==> src/hdl/knl_pkg.sv <==
// ----------------------------------------------------------------------------
// knl_pkg
// shared constants, op codes and cell control types of the k-nearest list
// ----------------------------------------------------------------------------
package knl_pkg;

    localparam int MAX_ENTRIES_DEF = 16;
    localparam int INDEX_WIDTH_DEF = 24;

    localparam int DIST_W    = 32;
    localparam int OP_W      = 2;
    localparam int CNT_OUT_W = 5;
    localparam int POS_OUT_W = 4;
    localparam int CAP_W     = 5;

    localparam logic [CAP_W-1:0] CAP_RESET = CAP_W'(16);

    // op codes
    localparam logic [OP_W-1:0] OP_ADD   = 2'd0;
    localparam logic [OP_W-1:0] OP_READ  = 2'd1;
    localparam logic [OP_W-1:0] OP_CLEAR = 2'd2;

    // register file
    localparam int APB_ADDR_W = 3;
    localparam int APB_DATA_W = 32;
    localparam logic [0:0] REG_CAPACITY = 1'b0;

    // per-cell control from the sequencer
    typedef struct packed {
        logic occupied;   // cell holds an entry
        logic below;      // cell lies below the insertion boundary
        logic boundary;   // cell is the insertion boundary
        logic cmp;        // compare pass
        logic upd;        // shift/insert pass
    } t_cell_ctl;

    // per-cell compare flags
    typedef struct packed {
        logic shift;      // cell takes its neighbor's entry or the candidate
        logic gt;         // held distance above candidate
        logic eq;         // held distance equals candidate
    } t_cell_sts;

endpackage

==> src/hdl/knl_in_if.sv <==
// ----------------------------------------------------------------------------
// knl_in_if
// op channel into the k-nearest list
// ----------------------------------------------------------------------------
interface knl_in_if #(
    parameter int INDEX_WIDTH = knl_pkg::INDEX_WIDTH_DEF
);
    logic                        valid;
    logic                        ready;
    logic [knl_pkg::OP_W-1:0]    op;
    logic [knl_pkg::DIST_W-1:0]  distance;
    logic [INDEX_WIDTH-1:0]      point_index;

    modport source (output valid, output op, output distance, output point_index,
                    input ready);
    modport sink   (input valid, input op, input distance, input point_index,
                    output ready);
endinterface

==> src/hdl/knl_out_if.sv <==
// ----------------------------------------------------------------------------
// knl_out_if
// result channel out of the k-nearest list
// ----------------------------------------------------------------------------
interface knl_out_if #(
    parameter int INDEX_WIDTH = knl_pkg::INDEX_WIDTH_DEF
);
    logic                            valid;
    logic                            ready;
    logic                            accepted;
    logic [knl_pkg::CNT_OUT_W-1:0]   entry_count;
    logic [knl_pkg::DIST_W-1:0]      worst_distance;
    logic [knl_pkg::DIST_W-1:0]      entry_distance;
    logic [INDEX_WIDTH-1:0]          entry_index;
    logic [knl_pkg::POS_OUT_W-1:0]   position;
    logic                            entry_valid;
    logic                            last;

    modport source (output valid, output accepted, output entry_count,
                    output worst_distance, output entry_distance, output entry_index,
                    output position, output entry_valid, output last, input ready);
    modport sink   (input valid, input accepted, input entry_count,
                    input worst_distance, input entry_distance, input entry_index,
                    input position, input entry_valid, input last, output ready);
endinterface

==> src/hdl/knl_cell.sv <==
// ----------------------------------------------------------------------------
// knl_cell
// one rank of the sorted list: holds an entry, compares, shifts up on insert
// ----------------------------------------------------------------------------
module knl_cell #(
    parameter int INDEX_WIDTH = knl_pkg::INDEX_WIDTH_DEF
) (
    input  logic                         i_clk,
    input  knl_pkg::t_cell_ctl           i_ctl,
    input  logic [knl_pkg::DIST_W-1:0]   i_cand_dist,
    input  logic [INDEX_WIDTH-1:0]       i_cand_idx,
    input  logic                         i_prev_shift,
    input  logic [knl_pkg::DIST_W-1:0]   i_prev_dist,
    input  logic [INDEX_WIDTH-1:0]       i_prev_idx,
    output knl_pkg::t_cell_sts           o_sts,
    output logic [knl_pkg::DIST_W-1:0]   o_dist,
    output logic [INDEX_WIDTH-1:0]       o_idx
);
    import knl_pkg::*;

    logic [DIST_W-1:0]      r_dist;
    logic [INDEX_WIDTH-1:0] r_idx;
    logic [DIST_W-1:0]      n_dist;
    logic [INDEX_WIDTH-1:0] n_idx;
    t_cell_sts              r_sts;
    t_cell_sts              n_sts;
    logic                   w_gt;

    assign w_gt = r_dist > i_cand_dist;

    always_comb begin
        n_sts.gt    = i_ctl.occupied & w_gt;
        n_sts.eq    = i_ctl.occupied & (r_dist == i_cand_dist);
        n_sts.shift = i_ctl.boundary | (i_ctl.below & w_gt);
        // lower neighbor moves up, or the candidate lands here
        n_dist = i_prev_shift ? i_prev_dist : i_cand_dist;
        n_idx  = i_prev_shift ? i_prev_idx  : i_cand_idx;
    end

    always_ff @(posedge i_clk) begin
        if (i_ctl.cmp) begin
            r_sts <= n_sts;
        end
        if (i_ctl.upd && r_sts.shift) begin
            r_dist <= n_dist;
            r_idx  <= n_idx;
        end
    end

    assign o_sts  = r_sts;
    assign o_dist = r_dist;
    assign o_idx  = r_idx;

endmodule

==> src/hdl/k_nearest_result_list_top.sv <==
// ----------------------------------------------------------------------------
// k_nearest_result_list_top
// sorted list of the best nearest-neighbor candidates, built as a row of cells
// ----------------------------------------------------------------------------
// The list is a row of MAX_ENTRIES cells, cell 0 holding the nearest entry.
// Ops are taken one at a time. An add runs these steps: the beat is taken,
// every cell compares its distance with the candidate, the cells from the
// insertion point up to the boundary take the entry of their lower neighbor
// (the cell at the insertion point takes the candidate), and the result beat
// is built from the new worst entry. A read out gives one beat per held entry
// (one beat when the list is empty); a clear gives one beat. Unused op code 3
// is taken and gives no beat. A stalled result port holds the sequencer at
// its result or read-out step. The capacity register lies at byte address 0;
// 0 acts as 1 and values above MAX_ENTRIES act as MAX_ENTRIES. An add whose
// distance equals a held one is rejected.
// ----------------------------------------------------------------------------
module k_nearest_result_list_top #(
    parameter int MAX_ENTRIES = knl_pkg::MAX_ENTRIES_DEF,
    parameter int INDEX_WIDTH = knl_pkg::INDEX_WIDTH_DEF
) (
    input  logic                               i_clk,
    input  logic                               i_rst_n,
    knl_in_if.sink                             i_in,
    knl_out_if.source                          o_out,
    input  logic                               psel,
    input  logic                               penable,
    input  logic                               pwrite,
    input  logic [knl_pkg::APB_ADDR_W-1:0]     paddr,
    input  logic [knl_pkg::APB_DATA_W-1:0]     pwdata,
    output logic [knl_pkg::APB_DATA_W-1:0]     prdata,
    output logic                               pready
);
    import knl_pkg::*;

    localparam int CW = $clog2(MAX_ENTRIES + 1);
    localparam int PW = (MAX_ENTRIES > 1) ? $clog2(MAX_ENTRIES) : 1;

    // sequencer states
    localparam logic [2:0] ST_IDLE = 3'd0;
    localparam logic [2:0] ST_CMP  = 3'd1;
    localparam logic [2:0] ST_UPD  = 3'd2;
    localparam logic [2:0] ST_RES  = 3'd3;
    localparam logic [2:0] ST_RD   = 3'd4;

    // control state
    logic [2:0]             r_state, n_state;
    logic [OP_W-1:0]        r_op, n_op;
    logic [CW-1:0]          r_count, n_count;
    logic [CAP_W-1:0]       r_capacity;
    logic [DIST_W-1:0]      r_worst, n_worst;
    logic                   r_acc, n_acc;
    logic [PW-1:0]          r_pos, n_pos;

    // candidate held during the add
    logic [DIST_W-1:0]      r_dist;
    logic [INDEX_WIDTH-1:0] r_idx;

    // result register
    logic                   r_ovalid, n_ovalid;
    logic                   r_o_acc, n_o_acc;
    logic [CNT_OUT_W-1:0]   r_o_cnt, n_o_cnt;
    logic [DIST_W-1:0]      r_o_worst, n_o_worst;
    logic [DIST_W-1:0]      r_o_edist, n_o_edist;
    logic [INDEX_WIDTH-1:0] r_o_eidx, n_o_eidx;
    logic [POS_OUT_W-1:0]   r_o_pos, n_o_pos;
    logic                   r_o_ev, n_o_ev;
    logic                   r_o_last, n_o_last;

    // cell row
    t_cell_ctl              w_ctl  [MAX_ENTRIES];
    t_cell_sts              w_sts  [MAX_ENTRIES];
    logic [DIST_W-1:0]      w_cdist[MAX_ENTRIES];
    logic [INDEX_WIDTH-1:0] w_cidx [MAX_ENTRIES];

    logic [CW-1:0]          w_cap_eff;
    logic                   w_full;
    logic [CW-1:0]          w_bound;
    logic                   w_dup;
    logic                   w_any_gt;
    logic                   w_accept;
    logic                   w_slot_free;
    logic                   w_in_beat;
    logic [PW-1:0]          w_raddr;
    logic [DIST_W-1:0]      w_rd_dist;
    logic [INDEX_WIDTH-1:0] w_rd_idx;
    logic                   w_rd_last;
    logic                   w_cfg_wr;
    logic                   w_sorted;

    // effective capacity: zero acts as one, saturate at the row length
    always_comb begin
        if (r_capacity == '0) begin
            w_cap_eff = CW'(1);
        end else if (32'(r_capacity) > MAX_ENTRIES) begin
            w_cap_eff = CW'(MAX_ENTRIES);
        end else begin
            w_cap_eff = CW'(r_capacity);
        end
    end

    // when full the worst cell is overwritten, so the boundary is the worst cell
    assign w_full  = r_count >= w_cap_eff;
    assign w_bound = w_full ? (r_count - CW'(1)) : r_count;

    // broadcast and per-rank control into the row
    for (genvar gi = 0; gi < MAX_ENTRIES; gi++) begin : g_cell
        logic                   w_prev_shift;
        logic [DIST_W-1:0]      w_prev_dist;
        logic [INDEX_WIDTH-1:0] w_prev_idx;

        always_comb begin
            w_ctl[gi].occupied = CW'(gi) < r_count;
            w_ctl[gi].below    = CW'(gi) < w_bound;
            w_ctl[gi].boundary = CW'(gi) == w_bound;
            w_ctl[gi].cmp      = r_state == ST_CMP;
            w_ctl[gi].upd      = (r_state == ST_UPD) && w_accept;
        end

        if (gi == 0) begin : g_head
            // the nearest cell has no lower neighbor
            assign w_prev_shift = 1'b0;
            assign w_prev_dist  = r_dist;
            assign w_prev_idx   = r_idx;
        end else begin : g_link
            assign w_prev_shift = w_sts[gi-1].shift;
            assign w_prev_dist  = w_cdist[gi-1];
            assign w_prev_idx   = w_cidx[gi-1];
        end

        knl_cell #(
            .INDEX_WIDTH (INDEX_WIDTH)
        ) u_cell (
            .i_clk        (i_clk),
            .i_ctl        (w_ctl[gi]),
            .i_cand_dist  (r_dist),
            .i_cand_idx   (r_idx),
            .i_prev_shift (w_prev_shift),
            .i_prev_dist  (w_prev_dist),
            .i_prev_idx   (w_prev_idx),
            .o_sts        (w_sts[gi]),
            .o_dist       (w_cdist[gi]),
            .o_idx        (w_cidx[gi])
        );
    end

    // duplicate and worst-above-candidate flags gathered from the row
    always_comb begin
        w_dup    = 1'b0;
        w_any_gt = 1'b0;
        for (int i = 0; i < MAX_ENTRIES; i++) begin
            w_dup    = w_dup    | w_sts[i].eq;
            w_any_gt = w_any_gt | w_sts[i].gt;
        end
    end

    // list is sorted, so some entry above the candidate means the worst is
    assign w_accept = !w_dup && (!w_full || w_any_gt);

    // single read port on the row: worst rank after an add, else read-out rank
    assign w_raddr   = (r_state == ST_RES) ? PW'(r_count - CW'(1)) : r_pos;
    assign w_rd_dist = w_cdist[w_raddr];
    assign w_rd_idx  = w_cidx[w_raddr];
    assign w_rd_last = (CW'(r_pos) + CW'(1)) == r_count;

    assign w_slot_free = !r_ovalid || o_out.ready;
    assign i_in.ready  = r_state == ST_IDLE;
    assign w_in_beat   = i_in.valid && (r_state == ST_IDLE);

    // sequencer
    always_comb begin
        n_state   = r_state;
        n_op      = r_op;
        n_count   = r_count;
        n_worst   = r_worst;
        n_acc     = r_acc;
        n_pos     = r_pos;
        n_ovalid  = r_ovalid && !o_out.ready;
        n_o_acc   = r_o_acc;
        n_o_cnt   = r_o_cnt;
        n_o_worst = r_o_worst;
        n_o_edist = r_o_edist;
        n_o_eidx  = r_o_eidx;
        n_o_pos   = r_o_pos;
        n_o_ev    = r_o_ev;
        n_o_last  = r_o_last;

        case (r_state)
            ST_IDLE: begin
                if (w_in_beat) begin
                    n_op  = i_in.op;
                    n_pos = '0;
                    case (i_in.op)
                        OP_ADD: begin
                            n_state = ST_CMP;
                        end
                        OP_READ: begin
                            n_state = ST_RD;
                        end
                        OP_CLEAR: begin
                            n_count = '0;
                            n_worst = '0;
                            n_state = ST_RES;
                        end
                        default: begin
                            n_state = ST_IDLE;
                        end
                    endcase
                end
            end
            ST_CMP: begin
                n_state = ST_UPD;
            end
            ST_UPD: begin
                // cells shift this cycle; count grows on an accepted add unless the worst was replaced
                n_acc = w_accept;
                if (w_accept && !w_full) begin
                    n_count = r_count + CW'(1);
                end
                n_state = ST_RES;
            end
            ST_RES: begin
                if (w_slot_free) begin
                    n_ovalid  = 1'b1;
                    n_o_edist = '0;
                    n_o_eidx  = '0;
                    n_o_pos   = '0;
                    n_o_ev    = 1'b0;
                    n_o_last  = 1'b1;
                    if (r_op == OP_ADD) begin
                        n_worst   = (r_count == '0) ? '0 : w_rd_dist;
                        n_o_acc   = r_acc;
                        n_o_cnt   = CNT_OUT_W'(r_count);
                        n_o_worst = n_worst;
                    end else begin
                        n_o_acc   = 1'b0;
                        n_o_cnt   = '0;
                        n_o_worst = '0;
                    end
                    n_state = ST_IDLE;
                end
            end
            ST_RD: begin
                if (w_slot_free) begin
                    n_ovalid = 1'b1;
                    n_o_acc  = 1'b0;
                    if (r_count == '0) begin
                        // empty list gives one blank beat
                        n_o_cnt   = '0;
                        n_o_worst = '0;
                        n_o_edist = '0;
                        n_o_eidx  = '0;
                        n_o_pos   = '0;
                        n_o_ev    = 1'b0;
                        n_o_last  = 1'b1;
                        n_state   = ST_IDLE;
                    end else begin
                        n_o_cnt   = CNT_OUT_W'(r_count);
                        n_o_worst = r_worst;
                        n_o_edist = w_rd_dist;
                        n_o_eidx  = w_rd_idx;
                        n_o_pos   = POS_OUT_W'(r_pos);
                        n_o_ev    = 1'b1;
                        n_o_last  = w_rd_last;
                        n_pos     = r_pos + PW'(1);
                        if (w_rd_last) begin
                            n_state = ST_IDLE;
                        end
                    end
                end
            end
            default: begin
                n_state = ST_IDLE;
            end
        endcase
    end

    // capacity register
    assign w_cfg_wr = psel && penable && pwrite &&
                      (paddr[APB_ADDR_W-1:2] == REG_CAPACITY);
    assign pready   = 1'b1;
    assign prdata   = (paddr[APB_ADDR_W-1:2] == REG_CAPACITY) ?
                      APB_DATA_W'(r_capacity) : '0;

    always_ff @(posedge i_clk) begin
        if (!i_rst_n) begin
            r_state    <= ST_IDLE;
            r_count    <= '0;
            r_worst    <= '0;
            r_pos      <= '0;
            r_ovalid   <= 1'b0;
            r_capacity <= CAP_RESET;
        end else begin
            r_state  <= n_state;
            r_count  <= n_count;
            r_worst  <= n_worst;
            r_pos    <= n_pos;
            r_ovalid <= n_ovalid;
            if (w_cfg_wr) begin
                r_capacity <= pwdata[CAP_W-1:0];
            end
        end
    end

    // payload, no reset
    always_ff @(posedge i_clk) begin
        r_op      <= n_op;
        r_acc     <= n_acc;
        r_o_acc   <= n_o_acc;
        r_o_cnt   <= n_o_cnt;
        r_o_worst <= n_o_worst;
        r_o_edist <= n_o_edist;
        r_o_eidx  <= n_o_eidx;
        r_o_pos   <= n_o_pos;
        r_o_ev    <= n_o_ev;
        r_o_last  <= n_o_last;
        if (w_in_beat) begin
            r_dist <= i_in.distance;
            r_idx  <= i_in.point_index;
        end
    end

    assign o_out.valid          = r_ovalid;
    assign o_out.accepted       = r_o_acc;
    assign o_out.entry_count    = r_o_cnt;
    assign o_out.worst_distance = r_o_worst;
    assign o_out.entry_distance = r_o_edist;
    assign o_out.entry_index    = r_o_eidx;
    assign o_out.position       = r_o_pos;
    assign o_out.entry_valid    = r_o_ev;
    assign o_out.last           = r_o_last;

    // held entries strictly ascending, checked while idle
    always_comb begin
        w_sorted = 1'b1;
        for (int i = 1; i < MAX_ENTRIES; i++) begin
            if ((CW'(i) < r_count) && !(w_cdist[i-1] < w_cdist[i])) begin
                w_sorted = 1'b0;
            end
        end
    end

    a_count_bound: assert property (@(posedge i_clk) disable iff (!i_rst_n)
        32'(r_count) <= MAX_ENTRIES)
        else $error("entry count beyond row length");

    a_sorted: assert property (@(posedge i_clk) disable iff (!i_rst_n)
        (r_state == ST_IDLE) |-> w_sorted)
        else $error("held entries not strictly ascending");

    a_count_change: assert property (@(posedge i_clk) disable iff (!i_rst_n)
        ($past(i_rst_n) && (r_count != $past(r_count))) |->
        ($past(r_state) == ST_UPD || $past(r_state) == ST_IDLE))
        else $error("entry count changed outside update or clear");

    a_add_result: assert property (@(posedge i_clk) disable iff (!i_rst_n)
        (r_state == ST_RES && r_op == OP_ADD && w_slot_free) |=>
        (r_ovalid && r_o_last && !r_o_ev))
        else $error("add result beat malformed");

endmodule

==> src/flat_wrapper.sv <==
// flat-port wrapper written by rule: the top's interface ports become plain ports
module k_nearest_result_list_top_flat import knl_pkg::*;
#(
    parameter int MAX_ENTRIES = knl_pkg::MAX_ENTRIES_DEF,
    parameter int INDEX_WIDTH = knl_pkg::INDEX_WIDTH_DEF
)
  (i_clk, i_rst_n, psel, penable, pwrite, paddr, pwdata, prdata, pready, i_in_valid, i_in_op, i_in_distance, i_in_point_index, i_in_ready, o_out_valid, o_out_accepted, o_out_entry_count, o_out_worst_distance, o_out_entry_distance, o_out_entry_index, o_out_position, o_out_entry_valid, o_out_last, o_out_ready);
  knl_in_if #(.INDEX_WIDTH(INDEX_WIDTH)) i_in_i ();
  knl_out_if #(.INDEX_WIDTH(INDEX_WIDTH)) o_out_i ();
  input  logic i_clk;
  input  logic i_rst_n;
  input  logic psel;
  input  logic penable;
  input  logic pwrite;
  input  logic [knl_pkg::APB_ADDR_W-1:0] paddr;
  input  logic [knl_pkg::APB_DATA_W-1:0] pwdata;
  output logic [knl_pkg::APB_DATA_W-1:0] prdata;
  output logic pready;
  input wire logic [$bits(i_in_i.valid)-1:0] i_in_valid;
  input wire logic [$bits(i_in_i.op)-1:0] i_in_op;
  input wire logic [$bits(i_in_i.distance)-1:0] i_in_distance;
  input wire logic [$bits(i_in_i.point_index)-1:0] i_in_point_index;
  output wire logic [$bits(i_in_i.ready)-1:0] i_in_ready;
  output wire logic [$bits(o_out_i.valid)-1:0] o_out_valid;
  output wire logic [$bits(o_out_i.accepted)-1:0] o_out_accepted;
  output wire logic [$bits(o_out_i.entry_count)-1:0] o_out_entry_count;
  output wire logic [$bits(o_out_i.worst_distance)-1:0] o_out_worst_distance;
  output wire logic [$bits(o_out_i.entry_distance)-1:0] o_out_entry_distance;
  output wire logic [$bits(o_out_i.entry_index)-1:0] o_out_entry_index;
  output wire logic [$bits(o_out_i.position)-1:0] o_out_position;
  output wire logic [$bits(o_out_i.entry_valid)-1:0] o_out_entry_valid;
  output wire logic [$bits(o_out_i.last)-1:0] o_out_last;
  input wire logic [$bits(o_out_i.ready)-1:0] o_out_ready;
  assign i_in_i.valid = i_in_valid;
  assign i_in_i.op = i_in_op;
  assign i_in_i.distance = i_in_distance;
  assign i_in_i.point_index = i_in_point_index;
  assign i_in_ready = i_in_i.ready;
  assign o_out_valid = o_out_i.valid;
  assign o_out_accepted = o_out_i.accepted;
  assign o_out_entry_count = o_out_i.entry_count;
  assign o_out_worst_distance = o_out_i.worst_distance;
  assign o_out_entry_distance = o_out_i.entry_distance;
  assign o_out_entry_index = o_out_i.entry_index;
  assign o_out_position = o_out_i.position;
  assign o_out_entry_valid = o_out_i.entry_valid;
  assign o_out_last = o_out_i.last;
  assign o_out_i.ready = o_out_ready;
  k_nearest_result_list_top #(.MAX_ENTRIES(MAX_ENTRIES), .INDEX_WIDTH(INDEX_WIDTH)) u_core (.i_clk(i_clk), .i_rst_n(i_rst_n), .i_in(i_in_i), .o_out(o_out_i), .psel(psel), .penable(penable), .pwrite(pwrite), .paddr(paddr), .pwdata(pwdata), .prdata(prdata), .pready(pready));
endmodule
==> config.mk <==
export PLATFORM = sky130hd
export DESIGN_NAME = k_nearest_result_list_top_flat
export DESIGN_NICKNAME = d
export VERILOG_FILES = /design/src/hdl/knl_pkg.sv /design/src/hdl/knl_in_if.sv /design/src/hdl/knl_out_if.sv /design/src/hdl/knl_cell.sv /design/src/hdl/k_nearest_result_list_top.sv /design/src/flat_wrapper.sv
export SDC_FILE = /design/constraint.sdc
export NUM_CORES = 2
export LEC_CHECK = 0
export ABC_AREA = 1
export BUFFER_PORTS_ARGS = -buffer_cell sky130_fd_sc_hd__buf_4
export CORE_MARGIN = 2
export CORE_UTILIZATION = 51
export DETAILED_ROUTE_END_ITERATION = 16
export PLACE_DENSITY = 0.68
export SETUP_SLACK_MARGIN = 0.15
export SYNTH_ARGS = -nofsm -noshare
export SYNTH_HDL_FRONTEND = slang
export SYNTH_SLANG_ARGS = --single-unit
export TNS_END_PERCENT = 20
==> constraint.sdc <==
create_clock -name i_clk -period 7.5 [get_ports i_clk]
set_clock_uncertainty 0.2 [all_clocks]
set_input_delay 1.125 -clock i_clk [delete_from_list [all_inputs] [get_ports i_clk]]
set_output_delay 1.125 -clock i_clk [all_outputs]
set_load 0.1 [all_outputs]
==> results_dict.tcl <==
set metrics [dict create \
    coreArea_um2 127000 \
    cts.sinks 1153 \
    cts_root_buf "clkbuf_16" \
    n_antenna_cell 0 \
    max_freq_mhz 207 \
    fin_hold_ws_ns 0.243 \
    ant_nets 0 \
    crit_arrival_ns 5.03 \
    yosysSeqAreaShare_pct 52.2 \
    grtUsageTotal_pct 30.6 \
    worst-r2r-cell-count 13 \
    die_y_um 362 \
    final_common_cell "nand2_1" \
    viasPerCell 6.08 \
    drv_slew 0 \
    multi_input_area_um2 28600 \
    io_pins 235 \
    peakVddDrop_mv 0.192 \
    ys_types 42 \
    grt_setup_unrepaired "no" \
    grt_max_degree 198 \
    drc_errors 0 \
    num-fill-cells 11100 \
    startpoint_type "flop" \
    slew_headroom_pct 9.11 \
    gp_congestion 0.926 \
    setup_viol 0 \
    crit_path_start "u_core.r_count[0]" \
    synthFlopType "edfxtp_1" \
    synth-async-reset-ratio_pct 0 \
    regArea_um2 34100 \
    r2r_start "u_core.r_count[0]" \
    tightestPinTransition_ns 1.36 \
    antenna_found_initial 0 \
    die_w_um 362 \
    status "completed" \
    cts_tree "yes" \
    cts_made_buffers 134 \
    start_util_pct 51.3 \
    crit_path_end "u_core.g_cell[1].u_cell.o_idx[22]" \
    hold_viol_final 0 \
    clockBufferDepth 3 \
    portBuffers 177 \
    drive_gt1_share_pct 7.01 \
    path_max_fanout 30 \
    clk_latency_ns 0.78 \
    maxCapViolations 0 \
    synth_cells 7191 \
    fin_ws_ns 2.66 \
    grt_overflow 0 \
    layout.nets 7765 \
    synth.ff_latch_count 1153 \
    tns_ns 0 \
    netlist_area_um2 65400 \
    dp.final_hpwl_um 131000 \
    reg2reg_slack_ns 2.66 \
    yosysWarnings 0 \
    row_count 131 \
    cts_hold_buf 0 \
    path_class "reg2reg" \
    htree_levels 4 \
    syn_to_final_growth_pct 10.2 \
    drtIter0Drc 6571 \
    grt_pass1_vias 50800 \
    vias 54200 \
    cp.required_ns 7.69 \
    clkTransAtPathRegs_ns 0.06 \
    avgSynthCellArea_um2 9.09 \
    finalCritPeriodShare_pct 64.5 \
    dp_slack_ns 2.79 \
    final_cell_mix "nand2_1, o21ai_0, edfxtp_1" \
    fin_crit_ns 4.84 \
    power_density_nw_per_um2 287 \
    cts_setup_buffers 0 \
    p_leak_nw 27.4 \
    cp-end-kind "flop" \
    dr.pass1.iters 9 \
    min_path_type "reg2reg" \
    drt-wirelength-per-cell_um 23.0 \
    post_cts_resized 0 \
    finalWirelength_um 205000 \
    synth_edf_count 1103 \
    timing.rr.end "u_core.g_cell[1].u_cell.o_idx[22]" \
    fp.dieArea_um2 131000 \
    grt_pass1_wl_um 307000 \
]
## metrics by stage
step / power, mW / cell area [um2] / std cells / utilization (%)
after floorplan: 12.3 / 65500 / 7217 / -
after global placement: 14.1 / 67900 / 8669 / 53.3
after detailed placement: 14.3 / 67900 / 8669 / 53.3
after CTS: 20.6 / 72100 / 8910 / 56.6
after global routing: 21.5 / 72100 / 8910 / 56.6
final: 20.7 / 72100 / 8910 / 56.6
## report_power, final
group | switching (mW) | total [mW] | internal [mW]
Sequential | 0.148 | 7.83 | 7.68
Combinational | 4.89 | 6.45 | 1.56
Clock | 2.77 | 6.39 | 3.62
Total | 7.81 | 20.7 | 12.9
## critical path, cell delays in order (launching register included)
cell	delay, ns
dfxtp_1	0.54
inv_2	0.21
ha_1	0.34
nand2_1	0.06
inv_1	0.04
nand4_1	0.07
nand3_1	0.41
inv_1	0.22
nor3_1	0.08
inv_1	0.05
nand2_1	0.04
buf_4	0.29
nor2_4	1.08
buf_4	0.76
## metal layers
layer  wire (um)  GRT usage, %
met1       84200          41.3
met2       94000          49.2
met3       18500          5.06
met4        8390          12.7
met5           0             0
## registers in the layout, indices dropped and copies added (netlist names), 2 cells and up
signal / count
u_core.g_cell.u_cell.o_dist: 512
u_core.g_cell.u_cell.o_idx: 384
u_core.g_cell.u_cell.o_sts: 48
u_core.g_cell.w_prev_dist: 32
u_core.g_cell.w_prev_idx: 24
u_core.o_out.entry_count: 5
u_core.o_out.entry_distance: 32
u_core.o_out.entry_index: 24
u_core.o_out.position: 4
u_core.o_out.worst_distance: 32
u_core.r_capacity: 5
u_core.r_count: 5
u_core.r_op: 2
u_core.r_pos: 4
u_core.r_state: 3
u_core.r_worst: 32
## logic make-up (layout without fill, tap and decap cells)
kind of cell | Yosys count | after routing | share of synthesized area, %
AOI/OAI and AO/OA | 1671 | 1671 | 13.4
other | 2 | 28 | 0.0115
adders and majority gates | 522 | 522 | 9.99
DFF | 1153 | 1153 | 52.2
buffers and inverters | 723 | 754 | 4.58
xor gates and xnor gates | 9 | 9 | 0.121
and+or+nand+nor | 3111 | 3111 | 19.7
## synthesized netlist by cell type, drive strengths merged (10+ instances only)
library cell | count | area share (%)
a21oi | 331 | 2.5
buf | 164 | 1.4
clkbuf | 329 | 1.9
dfxtp | 50 | 1.5
edfxtp | 1103 | 51
ha | 522 | 10
inv | 228 | 1.3
nand2 | 1760 | 10
nand3 | 703 | 5.4
nand4 | 74 | 0.71
nor2 | 512 | 2.9
nor3 | 24 | 0.18
nor4 | 24 | 0.23
o211ai | 120 | 1.4
o21a | 10 | 0.11
o21ai | 1181 | 9.0
## final cells by class
class	count	share of cell area, %
clock buffers	170	4.87
clock inverters	71	0.962
inverters	230	1.20
multi-input cells	5341	39.7
flip-flops and latches	1153	47.4
well taps	1662	2.89
repair buffers	283	3.05
## worst min path at each step
stage	depth (start not counted)	startpoint	to
floorplan	0	u_core.g_cell[0].w_prev_dist[10]	u_core.g_cell[0].u_cell.o_dist[10]
global placement	0	u_core.g_cell[0].w_prev_dist[7]	u_core.g_cell[0].u_cell.o_dist[7]
detailed placement	0	u_core.g_cell[0].w_prev_dist[12]	u_core.g_cell[0].u_cell.o_dist[12]
CTS	0	u_core.g_cell[0].w_prev_dist[7]	u_core.g_cell[0].u_cell.o_dist[7]
global route	0	u_core.g_cell[0].w_prev_idx[0]	u_core.g_cell[0].u_cell.o_idx[0]
finish	0	u_core.g_cell[0].w_prev_dist[7]	u_core.g_cell[0].u_cell.o_dist[7]
Note: power is estimated with default switching activity, not from simulation.
